==> src/rtl/elliptic_integral_agm_unit_macros.svh <==
// ----------------------------------------------------------------------------
// Assertion macros shared by the elliptic integral AGM unit.
// ----------------------------------------------------------------------------
`ifndef ELLIPTIC_INTEGRAL_AGM_UNIT_MACROS_SVH
`define ELLIPTIC_INTEGRAL_AGM_UNIT_MACROS_SVH

// Same-cycle implication, checked outside reset.
`define EIA_ASSERT_NOW(lbl, clk, rst, ante, cons) \
  lbl: assert property (@(posedge clk) disable iff (rst) (ante) |-> (cons)) \
    else $error("eia assertion failed");

// Next-cycle implication, checked outside reset.
`define EIA_ASSERT_NEXT(lbl, clk, rst, ante, cons) \
  lbl: assert property (@(posedge clk) disable iff (rst) (ante) |=> (cons)) \
    else $error("eia assertion failed");

`endif

==> src/rtl/eia_pkg.sv <==
// ----------------------------------------------------------------------------
// eia_pkg
// Constants and helper functions for the elliptic integral AGM unit.
// ----------------------------------------------------------------------------
`timescale 1ns / 1ps
`default_nettype none

package eia_pkg;

  localparam int WORK_FRAC_BITS = 40;
  localparam int SERIES_TERMS   = 15;

  localparam logic [63:0] ONE_F  = 64'd1 << WORK_FRAC_BITS;
  localparam logic [63:0] PI_62  = 64'hC90FDAA22168C234;
  localparam logic [63:0] PI_F   = PI_62 >> (62 - WORK_FRAC_BITS);
  localparam logic [63:0] CAP_62 = 64'd1 << 62;
  localparam logic [31:0] ANGLE_LIMIT = 32'd1686629713;

  // Alignment of the Q2.30 angle and of the 2^-40 tolerance to the work format.
  localparam int X_SHL   = (WORK_FRAC_BITS >= 30) ? WORK_FRAC_BITS - 30 : 0;
  localparam int X_SHR   = (WORK_FRAC_BITS < 30) ? 30 - WORK_FRAC_BITS : 0;
  localparam int TOL_SHL = (WORK_FRAC_BITS >= 40) ? WORK_FRAC_BITS - 40 : 0;
  localparam int TOL_SHR = (WORK_FRAC_BITS < 40) ? 40 - WORK_FRAC_BITS : 0;

  localparam logic [127:0] K_DIVIDEND = {64'd0, PI_F} << 23;

  localparam logic [1:0] ST_OK    = 2'd0;
  localparam logic [1:0] ST_RANGE = 2'd1;
  localparam logic [1:0] ST_KSAT  = 2'd2;

  // Factorial ratio of Taylor term k: (2k)(2k+1) for sine, (2k-1)(2k) for cosine.
  function automatic logic [63:0] series_den(input logic is_cos, input logic [3:0] k);
    logic [5:0]  k2;
    logic [5:0]  other;
    logic [11:0] prod;
    k2    = {1'b0, k, 1'b0};
    other = is_cos ? k2 - 6'd1 : k2 + 6'd1;
    prod  = 12'(k2) * 12'(other);
    return 64'(prod);
  endfunction

  function automatic logic [63:0] clamp_unit(input logic [63:0] v);
    if (v[63]) begin
      return 64'd0;
    end
    return (v > ONE_F) ? ONE_F : v;
  endfunction

endpackage

`default_nettype wire

==> src/rtl/eia_channels.sv <==
// ----------------------------------------------------------------------------
// eia channels
// Valid/ready channels for the angle input and the integral results.
// ----------------------------------------------------------------------------
`timescale 1ns / 1ps
`default_nettype none

interface eia_angle_if;
  logic               valid;
  logic               ready;
  logic signed [31:0] angle;
  modport source (output valid, output angle, input ready);
  modport sink   (input valid, input angle, output ready);
endinterface

interface eia_result_if;
  logic        valid;
  logic        ready;
  logic [31:0] k_value;
  logic [30:0] e_value;
  logic [1:0]  status;
  modport source (output valid, output k_value, output e_value, output status, input ready);
  modport sink   (input valid, input k_value, input e_value, input status, output ready);
endinterface

`default_nettype wire

==> src/rtl/eia_mul.sv <==
// ----------------------------------------------------------------------------
// eia_mul
// Bit-serial 64 x 64 multiplier, one multiplier bit per cycle.
// ----------------------------------------------------------------------------
`timescale 1ns / 1ps
`default_nettype none

module eia_mul (
  input  wire logic         clk,
  input  wire logic         rst,
  input  wire logic         start,
  input  wire logic [63:0]  x,
  input  wire logic [63:0]  y,
  output logic              done,
  output logic [127:0]      prod
);

  logic        busy;
  logic [5:0]  cnt;
  logic [63:0] xr;
  logic [63:0] hi;
  logic [63:0] lo;
  logic [64:0] sum;

  assign sum  = {1'b0, hi} + (lo[0] ? {1'b0, xr} : 65'd0);
  assign prod = {hi, lo};

  always_ff @(posedge clk) begin
    if (rst) begin
      busy <= 1'b0;
      done <= 1'b0;
      cnt  <= 6'd0;
    end else begin
      done <= 1'b0;
      if (start) begin
        busy <= 1'b1;
        cnt  <= 6'd0;
        xr   <= x;
        hi   <= 64'd0;
        lo   <= y;
      end else if (busy) begin
        // The multiplier shifts out of lo as the product shifts in from the top.
        hi  <= sum[64:1];
        lo  <= {sum[0], lo[63:1]};
        cnt <= cnt + 6'd1;
        if (cnt == 6'd63) begin
          busy <= 1'b0;
          done <= 1'b1;
        end
      end
    end
  end

endmodule

`default_nettype wire

==> src/rtl/eia_div.sv <==
// ----------------------------------------------------------------------------
// eia_div
// Restoring divider, 128-bit dividend by 64-bit divisor, one bit per cycle.
// ----------------------------------------------------------------------------
`timescale 1ns / 1ps
`default_nettype none

module eia_div (
  input  wire logic         clk,
  input  wire logic         rst,
  input  wire logic         start,
  input  wire logic [127:0] dividend,
  input  wire logic [63:0]  den,
  output logic              done,
  output logic [63:0]       quo,
  output logic              ovf
);

  logic         busy;
  logic [6:0]   cnt;
  logic [127:0] dd;
  logic [63:0]  rem;
  logic [64:0]  trial;
  logic         qbit;

  assign trial = {rem, dd[127]};
  assign qbit  = (trial >= {1'b0, den});

  always_ff @(posedge clk) begin
    if (rst) begin
      busy <= 1'b0;
      done <= 1'b0;
      cnt  <= 7'd0;
    end else begin
      done <= 1'b0;
      if (start) begin
        busy <= 1'b1;
        cnt  <= 7'd0;
        dd   <= dividend;
        rem  <= 64'd0;
        quo  <= 64'd0;
        ovf  <= 1'b0;
      end else if (busy) begin
        rem <= qbit ? 64'(trial - {1'b0, den}) : trial[63:0];
        quo <= {quo[62:0], qbit};
        // A quotient bit lost off the top means the quotient needs saturation.
        ovf <= ovf | quo[63];
        dd  <= {dd[126:0], 1'b0};
        cnt <= cnt + 7'd1;
        if (cnt == 7'd127) begin
          busy <= 1'b0;
          done <= 1'b1;
        end
      end
    end
  end

endmodule

`default_nettype wire

==> src/rtl/eia_sqrt.sv <==
// ----------------------------------------------------------------------------
// eia_sqrt
// Digit-by-digit integer square root of a 128-bit value, one root bit per cycle.
// ----------------------------------------------------------------------------
`timescale 1ns / 1ps
`default_nettype none

module eia_sqrt (
  input  wire logic         clk,
  input  wire logic         rst,
  input  wire logic         start,
  input  wire logic [127:0] rad,
  output logic              done,
  output logic [63:0]       root
);

  logic         busy;
  logic [5:0]   cnt;
  logic [127:0] rr;
  logic [64:0]  rem;
  logic [66:0]  cur;
  logic [66:0]  trial;
  logic         take;

  assign cur   = {rem, rr[127:126]};
  assign trial = {1'b0, root, 2'b01};
  assign take  = (cur >= trial);

  always_ff @(posedge clk) begin
    if (rst) begin
      busy <= 1'b0;
      done <= 1'b0;
      cnt  <= 6'd0;
    end else begin
      done <= 1'b0;
      if (start) begin
        busy <= 1'b1;
        cnt  <= 6'd0;
        rr   <= rad;
        rem  <= 65'd0;
        root <= 64'd0;
      end else if (busy) begin
        // The remainder stays at most twice the partial root.
        rem  <= take ? 65'(cur - trial) : cur[64:0];
        root <= {root[62:0], take};
        rr   <= {rr[125:0], 2'b00};
        cnt  <= cnt + 6'd1;
        if (cnt == 6'd63) begin
          busy <= 1'b0;
          done <= 1'b1;
        end
      end
    end
  end

endmodule

`default_nettype wire

==> src/rtl/elliptic_integral_agm_unit.sv <==
// ----------------------------------------------------------------------------
// elliptic_integral_agm_unit
// Complete elliptic integrals K and E of a modular angle by the AGM.
// ----------------------------------------------------------------------------
// One angle is processed at a time; the next is accepted once the current one
// has its result staged in the output register. A zero or out-of-range angle
// goes straight from idle to the output state. Otherwise the time is set by
// one shared bit-serial 64-bit multiplier, a 128-step divider and a 64-step
// square root: the sine and cosine series (30 products and 30 divisions),
// then up to MAX_ITERATIONS AGM steps (product, root, square and up to
// WORK_FRAC_BITS single-bit shifts), then the K and E quotients. The
// tolerance may be written only while no transaction is in flight.
`timescale 1ns / 1ps
`default_nettype none

`include "elliptic_integral_agm_unit_macros.svh"

module elliptic_integral_agm_unit #(
  parameter int MAX_ITERATIONS = 32
) (
  input  wire logic        clk,
  input  wire logic        rst,
  eia_angle_if.sink        sample,
  eia_result_if.source     result,
  input  wire logic        cfg_we,
  input  wire logic [19:0] cfg_wdata
);

  localparam int IW = $clog2(MAX_ITERATIONS + 1);
  localparam int FB = eia_pkg::WORK_FRAC_BITS;
  localparam logic [6:0]    F7       = 7'(FB);
  localparam logic [IW-1:0] ITER_MAX = IW'(MAX_ITERATIONS);

  localparam logic [3:0] S_IDLE    = 4'd0;
  localparam logic [3:0] S_XSQ     = 4'd1;
  localparam logic [3:0] S_SER_MUL = 4'd2;
  localparam logic [3:0] S_SER_DIV = 4'd3;
  localparam logic [3:0] S_MSQ     = 4'd4;
  localparam logic [3:0] S_AB_MUL  = 4'd5;
  localparam logic [3:0] S_SQRT    = 4'd6;
  localparam logic [3:0] S_CC_MUL  = 4'd7;
  localparam logic [3:0] S_WSHIFT  = 4'd8;
  localparam logic [3:0] S_KDIV    = 4'd9;
  localparam logic [3:0] S_GMUL    = 4'd10;
  localparam logic [3:0] S_EDIV    = 4'd11;
  localparam logic [3:0] S_OUT     = 4'd12;

  logic [3:0]    state;
  logic          go;
  logic [19:0]   tolerance;
  logic [63:0]   tol;
  logic [63:0]   x;
  logic [63:0]   x2;
  logic [63:0]   t;
  logic [63:0]   sn;
  logic [63:0]   cs;
  logic [3:0]    k;
  logic          ser_cos;
  logic [63:0]   a;
  logic [63:0]   b;
  logic [63:0]   c;
  logic [63:0]   s;
  logic [IW-1:0] iter;
  logic [127:0]  wreg;
  logic          wovf;
  logic          wleft;
  logic [6:0]    wcnt;
  logic [31:0]   kq;
  logic          ksat;
  logic [63:0]   g;
  logic [31:0]   pend_k;
  logic [30:0]   pend_e;
  logic [1:0]    pend_st;
  logic          res_valid;
  logic          res_load;

  // Unit hookup.
  logic          mul_start;
  logic [63:0]   mul_x;
  logic [63:0]   mul_y;
  logic          mul_done;
  logic [127:0]  mul_prod;
  logic          div_start;
  logic [127:0]  div_dividend;
  logic [63:0]   div_den;
  logic          div_done;
  logic [63:0]   div_quo;
  logic          div_ovf;
  logic          sqrt_start;
  logic          sqrt_done;
  logic [63:0]   sqrt_root;

  logic [31:0]   mag;
  logic [63:0]   fm;
  logic [63:0]   sn_upd;
  logic [63:0]   cs_upd;
  logic [64:0]   ab_sum;
  logic [63:0]   w_val;
  logic [64:0]   s_sum;
  logic [63:0]   s_new;
  logic [63:0]   s_half;
  logic [63:0]   f_val;
  logic          esat;

  eia_mul u_mul (
    .clk   (clk),
    .rst   (rst),
    .start (mul_start),
    .x     (mul_x),
    .y     (mul_y),
    .done  (mul_done),
    .prod  (mul_prod)
  );

  eia_div u_div (
    .clk      (clk),
    .rst      (rst),
    .start    (div_start),
    .dividend (div_dividend),
    .den      (div_den),
    .done     (div_done),
    .quo      (div_quo),
    .ovf      (div_ovf)
  );

  eia_sqrt u_sqrt (
    .clk   (clk),
    .rst   (rst),
    .start (sqrt_start),
    .rad   (mul_prod),
    .done  (sqrt_done),
    .root  (sqrt_root)
  );

  assign mag    = sample.angle[31] ? (~sample.angle + 32'd1) : sample.angle;
  assign fm     = mul_prod[FB+63:FB];
  assign sn_upd = k[0] ? sn - div_quo : sn + div_quo;
  assign cs_upd = k[0] ? cs - div_quo : cs + div_quo;
  assign ab_sum = {1'b0, a} + {1'b0, b};
  assign w_val  = (wovf || (wreg[127:64] != 64'd0)) ? eia_pkg::CAP_62 :
                  ((wreg[63:0] > eia_pkg::CAP_62) ? eia_pkg::CAP_62 : wreg[63:0]);
  assign s_sum  = {1'b0, s} + {1'b0, w_val};
  assign s_new  = (s_sum > {1'b0, eia_pkg::CAP_62}) ? eia_pkg::CAP_62 : s_sum[63:0];
  assign s_half = {1'b0, s[63:1]};
  assign f_val  = (s_half >= eia_pkg::ONE_F) ? 64'd0 : eia_pkg::ONE_F - s_half;
  assign esat   = div_ovf | (div_quo[63:31] != 33'd0);

  assign mul_start  = go && (state == S_XSQ || state == S_SER_MUL || state == S_MSQ ||
                             state == S_AB_MUL || state == S_CC_MUL || state == S_GMUL);
  assign div_start  = go && (state == S_SER_DIV || state == S_KDIV || state == S_EDIV);
  assign sqrt_start = go && (state == S_SQRT);

  always_comb begin
    case (state)
      S_XSQ: begin
        mul_x = x;
        mul_y = x;
      end
      S_SER_MUL: begin
        mul_x = t;
        mul_y = x2;
      end
      S_MSQ: begin
        mul_x = sn;
        mul_y = sn;
      end
      S_CC_MUL: begin
        mul_x = c;
        mul_y = c;
      end
      S_GMUL: begin
        mul_x = eia_pkg::PI_F;
        mul_y = f_val;
      end
      default: begin
        mul_x = a;
        mul_y = b;
      end
    endcase
  end

  always_comb begin
    case (state)
      S_SER_DIV: begin
        div_dividend = {64'd0, fm};
        div_den      = eia_pkg::series_den(ser_cos, k);
      end
      S_EDIV: begin
        div_dividend = {34'd0, g, 30'd0};
        div_den      = a;
      end
      default: begin
        div_dividend = eia_pkg::K_DIVIDEND;
        div_den      = a;
      end
    endcase
  end

  assign sample.ready   = (state == S_IDLE);
  assign res_load       = (state == S_OUT) && (!res_valid || result.ready);
  assign result.valid   = res_valid;

  always_ff @(posedge clk) begin
    if (rst) begin
      tolerance <= 20'd1;
    end else if (cfg_we) begin
      tolerance <= cfg_wdata;
    end
  end

  always_ff @(posedge clk) begin
    if (rst) begin
      res_valid <= 1'b0;
    end else if (res_load) begin
      res_valid <= 1'b1;
    end else if (result.ready) begin
      res_valid <= 1'b0;
    end
  end

  always_ff @(posedge clk) begin
    if (res_load) begin
      result.k_value <= pend_k;
      result.e_value <= pend_e;
      result.status  <= pend_st;
    end
  end

  always_ff @(posedge clk) begin
    if (rst) begin
      state <= S_IDLE;
      go    <= 1'b0;
      iter  <= '0;
    end else begin
      go <= 1'b0;
      case (state)
        S_IDLE: begin
          if (sample.valid) begin
            tol <= ({44'd0, tolerance} << eia_pkg::TOL_SHL) >> eia_pkg::TOL_SHR;
            if (mag > eia_pkg::ANGLE_LIMIT || mag == 32'd0) begin
              pend_k  <= 32'd0;
              pend_e  <= 31'd0;
              pend_st <= (mag == 32'd0) ? eia_pkg::ST_OK : eia_pkg::ST_RANGE;
              state   <= S_OUT;
            end else begin
              x     <= ({32'd0, mag} << eia_pkg::X_SHL) >> eia_pkg::X_SHR;
              state <= S_XSQ;
              go    <= 1'b1;
            end
          end
        end
        S_XSQ: begin
          if (mul_done) begin
            x2      <= fm;
            sn      <= x;
            t       <= x;
            k       <= 4'd1;
            ser_cos <= 1'b0;
            state   <= S_SER_MUL;
            go      <= 1'b1;
          end
        end
        S_SER_MUL: begin
          if (mul_done) begin
            state <= S_SER_DIV;
            go    <= 1'b1;
          end
        end
        S_SER_DIV: begin
          if (div_done) begin
            go <= 1'b1;
            if (!ser_cos) begin
              sn <= sn_upd;
              if (k == 4'(eia_pkg::SERIES_TERMS)) begin
                ser_cos <= 1'b1;
                k       <= 4'd1;
                t       <= eia_pkg::ONE_F;
                cs      <= eia_pkg::ONE_F;
              end else begin
                k <= k + 4'd1;
                t <= div_quo;
              end
              state <= S_SER_MUL;
            end else if (k == 4'(eia_pkg::SERIES_TERMS)) begin
              sn    <= eia_pkg::clamp_unit(sn);
              cs    <= eia_pkg::clamp_unit(cs_upd);
              state <= S_MSQ;
            end else begin
              cs    <= cs_upd;
              k     <= k + 4'd1;
              t     <= div_quo;
              state <= S_SER_MUL;
            end
          end
        end
        S_MSQ: begin
          if (mul_done) begin
            s     <= fm;
            a     <= eia_pkg::ONE_F;
            b     <= cs;
            iter  <= '0;
            state <= S_AB_MUL;
            go    <= 1'b1;
          end
        end
        S_AB_MUL: begin
          if (mul_done) begin
            // The root unit reads a*b straight from the idle multiplier.
            a     <= ab_sum[64:1];
            c     <= (a >= b) ? {1'b0, a[63:1] - b[63:1] - 63'(~a[0] & b[0])} : 64'd0;
            iter  <= iter + 1'b1;
            state <= S_SQRT;
            go    <= 1'b1;
          end
        end
        S_SQRT: begin
          if (sqrt_done) begin
            b     <= sqrt_root;
            state <= S_CC_MUL;
            go    <= 1'b1;
          end
        end
        S_CC_MUL: begin
          if (mul_done) begin
            wreg <= mul_prod;
            wovf <= 1'b0;
            if (7'(iter) <= F7) begin
              wleft <= 1'b0;
              wcnt  <= F7 - 7'(iter);
            end else begin
              wleft <= 1'b1;
              wcnt  <= 7'(iter) - F7;
            end
            state <= S_WSHIFT;
          end
        end
        S_WSHIFT: begin
          if (wcnt == 7'd0) begin
            s  <= s_new;
            go <= 1'b1;
            if (w_val > tol && iter < ITER_MAX) begin
              state <= S_AB_MUL;
            end else begin
              state <= S_KDIV;
            end
          end else begin
            wcnt <= wcnt - 7'd1;
            if (wleft) begin
              wovf <= wovf | wreg[127];
              wreg <= {wreg[126:0], 1'b0};
            end else begin
              wreg <= {1'b0, wreg[127:1]};
            end
          end
        end
        S_KDIV: begin
          if (div_done) begin
            kq    <= div_quo[31:0];
            ksat  <= div_ovf | (div_quo[63:32] != 32'd0);
            state <= S_GMUL;
            go    <= 1'b1;
          end
        end
        S_GMUL: begin
          if (mul_done) begin
            g     <= {1'b0, fm[63:1]};
            state <= S_EDIV;
            go    <= 1'b1;
          end
        end
        S_EDIV: begin
          if (div_done) begin
            pend_k  <= ksat ? 32'hFFFF_FFFF : kq;
            pend_e  <= esat ? 31'h7FFF_FFFF : div_quo[30:0];
            pend_st <= ksat ? eia_pkg::ST_KSAT : eia_pkg::ST_OK;
            state   <= S_OUT;
          end
        end
        S_OUT: begin
          if (res_load) begin
            state <= S_IDLE;
          end
        end
        default: begin
          state <= S_IDLE;
        end
      endcase
    end
  end

  `EIA_ASSERT_NOW(a_mul_done_state, clk, rst, mul_done, (state == S_XSQ || state == S_SER_MUL || state == S_MSQ || state == S_AB_MUL || state == S_CC_MUL || state == S_GMUL))
  `EIA_ASSERT_NOW(a_div_done_state, clk, rst, div_done, (state == S_SER_DIV || state == S_KDIV || state == S_EDIV))
  `EIA_ASSERT_NOW(a_iter_cap, clk, rst, (state == S_WSHIFT), (iter <= ITER_MAX && iter != '0))
  `EIA_ASSERT_NOW(a_sum_cap, clk, rst, (state == S_AB_MUL || state == S_KDIV), (s <= eia_pkg::CAP_62))
  `EIA_ASSERT_NEXT(a_ksat_code, clk, rst, res_load && (pend_st == eia_pkg::ST_KSAT), (result.k_value == 32'hFFFF_FFFF))

endmodule

`default_nettype wire

==> src/flat_wrapper.sv <==
// flat-port wrapper written by rule: the top's interface ports become plain ports
module elliptic_integral_agm_unit_flat 
#(
  parameter int MAX_ITERATIONS = 32
)
  (clk, rst, cfg_we, cfg_wdata, sample_valid, sample_angle, sample_ready, result_valid, result_k_value, result_e_value, result_status, result_ready);
  eia_angle_if sample_i ();
  eia_result_if result_i ();
  input  wire logic clk;
  input  wire logic rst;
  input  wire logic cfg_we;
  input  wire logic [19:0] cfg_wdata;
  input wire logic [$bits(sample_i.valid)-1:0] sample_valid;
  input wire logic [$bits(sample_i.angle)-1:0] sample_angle;
  output wire logic [$bits(sample_i.ready)-1:0] sample_ready;
  output wire logic [$bits(result_i.valid)-1:0] result_valid;
  output wire logic [$bits(result_i.k_value)-1:0] result_k_value;
  output wire logic [$bits(result_i.e_value)-1:0] result_e_value;
  output wire logic [$bits(result_i.status)-1:0] result_status;
  input wire logic [$bits(result_i.ready)-1:0] result_ready;
  assign sample_i.valid = sample_valid;
  assign sample_i.angle = sample_angle;
  assign sample_ready = sample_i.ready;
  assign result_valid = result_i.valid;
  assign result_k_value = result_i.k_value;
  assign result_e_value = result_i.e_value;
  assign result_status = result_i.status;
  assign result_i.ready = result_ready;
  elliptic_integral_agm_unit #(.MAX_ITERATIONS(MAX_ITERATIONS)) u_core (.clk(clk), .rst(rst), .sample(sample_i), .result(result_i), .cfg_we(cfg_we), .cfg_wdata(cfg_wdata));
endmodule
==> config.mk <==
export PLATFORM = sky130hd
export DESIGN_NAME = elliptic_integral_agm_unit_flat
export DESIGN_NICKNAME = d
export VERILOG_FILES = /design/src/rtl/eia_pkg.sv /design/src/rtl/eia_channels.sv /design/src/rtl/eia_mul.sv /design/src/rtl/eia_div.sv /design/src/rtl/eia_sqrt.sv /design/src/rtl/elliptic_integral_agm_unit.sv /design/src/flat_wrapper.sv
export VERILOG_INCLUDE_DIRS = /design/src /design/src/rtl
export SDC_FILE = /design/constraint.sdc
export NUM_CORES = 2
export LEC_CHECK = 0
export BUFFER_PORTS_ARGS = -buffer_cell sky130_fd_sc_hd__buf_4
export CAP_MARGIN = 20
export CORE_AREA = 3 3 578 522
export CTS_CLUSTER_SIZE = 40
export DETAILED_ROUTE_END_ITERATION = 8
export DIE_AREA = 0 0 581 525
export PLACE_DENSITY_LB_ADDON = 0.25
export SYNTH_ARGS = -nofsm -noshare
export SYNTH_HDL_FRONTEND = slang
export SYNTH_SLANG_ARGS = --single-unit
==> constraint.sdc <==
create_clock -name clk -period 18.15 [get_ports clk]
set_input_delay 2.7225 -clock clk [delete_from_list [all_inputs] [get_ports clk]]
set_output_delay 2.7225 -clock clk [all_outputs]
set_load 0.01 [all_outputs]
==> impl_metrics.yaml <==
final_layout:
  final_cell_mix: "1637 x edfxtp_1, 1180 x nor2_1, 1157 x nand2_1, 643 x a21oi_1, 631 x ha_1"
  finalNetCount: 11000
  final_common_cell: "edfxtp_1"
  multi_input_area_um2: 49700
  fill_cells: 28900
  drive_gt1_share_pct: 7.22
  regArea_um2: 50300
  syn_to_final_growth_pct: 11.2
logic_synthesis:
  syn_area_per_cell_um2: 10.0
  synthMuxAreaShare_pct: 3.21
  synth_area_leaders: "edfxtp_1 47%, ha_1 7.6%, nor2_1 4.3%"
  synth.largest_area_cell: "edfxtp_1"
  ys_seq_area_share_pct: 48.6
  synth_edf_count: 1637
  syn_inst: 10300
  ys_async_sr_fraction_pct: 0
  synth_area_um2: 103000
  yosys.area_share.simple_pct: 15.8
  synth_top_area_share_pct: 47.5
  ys_warn_count: 0
  ys_types: 111
  synth_top_family_by_area: "simple AND/OR/NAND/NOR gates"
  ys.flop_type: "edfxtp_1"
  synth-xor-area-share_pct: 5.36
  synth-seq-cells: 1694
  synth_compound_area_share_pct: 14.9
  synthAdderAreaFrac_pct: 8.36
detailed_routing:
  wire_per_inst_um: 25.7
  drc: 0
  viasPerCell: 5.71
  postRouteAntennaNets: 0
  dr.pass1.iters: 7
  vias: 82000
  wl_um: 370000
  drtIter0Drc: 10300
sta:
  skew_ns: 0.0778
  max_clock_freq_mhz: 105
  slew_violations: 2
  worst_slew_pin_slew_ns: 1.51
  fin_tns_setup_ns: 0
  max_slew_margin_pct: -0.691
  rsz0062_at_grt: "no"
  hold_viol_final: 0
  setup_ws_ns: 8.64
  finalCriticalPeriod_ns: 9.51
  setup_viol: 0
  fin_crit_sh_pct: 52.4
pwr:
  power_density_nw_per_um2: 91.9
  netSwitchingFraction_pct: 30.7
  p_comb_share_pct: 17.8
  switching_power_uw: 3240
  p_leak_uw: 0.0445
  p_int_uw: 7340
  seqPwrFrac_pct: 45.3
  ir_drop_uv: 87.4
  p_clk_share_pct: 36.9
clocking:
  clockBufferDepth: 4
  cts_setup_buffers: 0
  holdBufCountCts: 0
  post_cts_resized: 0
  cts_tree: "done"
  numCtsBuffers: 190
  h-tree-depth: 4
  clkTransAtPathRegs_ns: 0.07
  clock-root-buffer: "clkbuf_16"
  clock_latency_ns: 0.89
  cts_sinks: 1694
global_routing:
  overflow: 0
  grt_pass1_wl_um: 532000
  grt_usage_pct: 23.2
  grt_max_degree: 139
  antenna_found_initial: 28
  grt_pass1_vias: 76700
setup_path:
  critical_path_class: "flip-flop to flip-flop"
  startpoint_type: "flip-flop"
  critPathBufInv: 5
  crit_required_ns: 18.76
  endpoint_kind: "flip-flop"
  critPathMaxStageDelay_ns: 0.61
  critical_path_peak_fanout: 57
  cp.arrival_ns: 10.13
  path_common_cell: "a21oi_1"
  cpLargestDelayFamily: "compound AO/OA/AOI/OAI gates"
  cpMaxStageDelayCell: "edfxtp_1"
placement:
  pre_cts_ws_ns: 8.80
  globalplace.congestion: 0.973
  dp_hpwl_um: 276000
  io_buffer_count: 123
floorplan:
  io_pins: 124
  initial_core_util_pct: 35.0
  core-area_um2: 295000
  die_w_um: 581
  row_count: 189
  die_y_um: 525
  die_area_um2: 305000
outcome:
  violations: "slew limit"
  status: "complete, but fails checks"
min_path:
  hold_path_class: "flip-flop to flip-flop"
run:
  drv_cap: 0
## cell families (layout without fill, tap and decap cells)
kind of cell / after synthesis / in the layout
and+or+nand+nor: 3589 / 3589
buffers and inverters: 1013 / 1143
muxes: 323 / 323
adders and majority gates: 690 / 690
other: 1 / 11
DFF: 1694 / 1694
xor gates and xnor gates: 628 / 628
AOI/OAI and AO/OA: 2375 / 2375
## registers in the layout, summed over array words and instances, names as in the netlist, 65 cells and up
| name | flops |
|---|---|
| u_core.wreg | 128 |
| u_core.u_sqrt.rr | 128 |
| u_core.u_sqrt.rem | 65 |
| u_core.u_div.dd | 128 |
## cell type report
class,instances,area share (%)
inverter,542,1.77
tap,3915,4.26
sequential,1694,43.7
clock buffer,237,4.35
antenna,8,0.0174
timing repair buffer,265,1.84
multi-input combinational,7608,43.2
clock inverter,99,0.896
## stage by stage
stage	utilization (%)	hold slack, ns	cells	cell area (um2)	total power, uW
global route	39.0	0.423	14400	115000	10900
CTS	39.0	0.418	14400	115000	10600
global placement	36.9	0.404	14000	109000	6700
finish	39.0	0.414	14400	115000	10600
floorplan	-	0.400	10300	104000	5820
detailed placement	36.9	0.406	14000	109000	6710
## power groups by stage
stage / Sequential (uW) / Clock (uW) / Combinational [uW]
final: 4800 / 3900 / 1890
after CTS: 4790 / 3970 / 1850
after global routing: 4800 / 4120 / 2010
after detailed placement: 4870 / 0 / 1840
after global placement: 4870 / 0 / 1830
after floorplan: 4780 / 0 / 1040
## Yosys cell counts, drive strengths merged, types with 214 or more instances
cell type,instances
a21o,287
a21oi,647
and2,214
clkbuf,413
edfxtp,1637
ha,631
inv,540
mux2i,255
nand2,1162
nor2,1202
o21ai,538
xnor2,399
xor2,229
## routing by layer
| metal | part of all wire [%] | global-route usage [%] | vias to the layer above |
|---|---|---|---|
| met3 | 8.2 | 3.49 | 493 |
| met1 | 46 | 35.0 | 40600 |
| met2 | 42 | 33.6 | 3430 |
| met5 | 0.017 | 0 | - |
| met4 | 3.8 | 7.95 | 10 |
| li1 | - | - | 37500 |
## final timing paths
check        slack [ns]                        end              start  cells after the start
max                8.64       u_core.u_div.rem[60]        u_core.k[0]                     38
min                0.41  u_core.result.e_value[16]  u_core.pend_e[16]                      0
max reg2reg        8.64       u_core.u_div.rem[60]        u_core.k[0]                     38
min reg2reg        0.41  u_core.result.e_value[16]  u_core.pend_e[16]                      0
(Power assumes the default switching activity.)
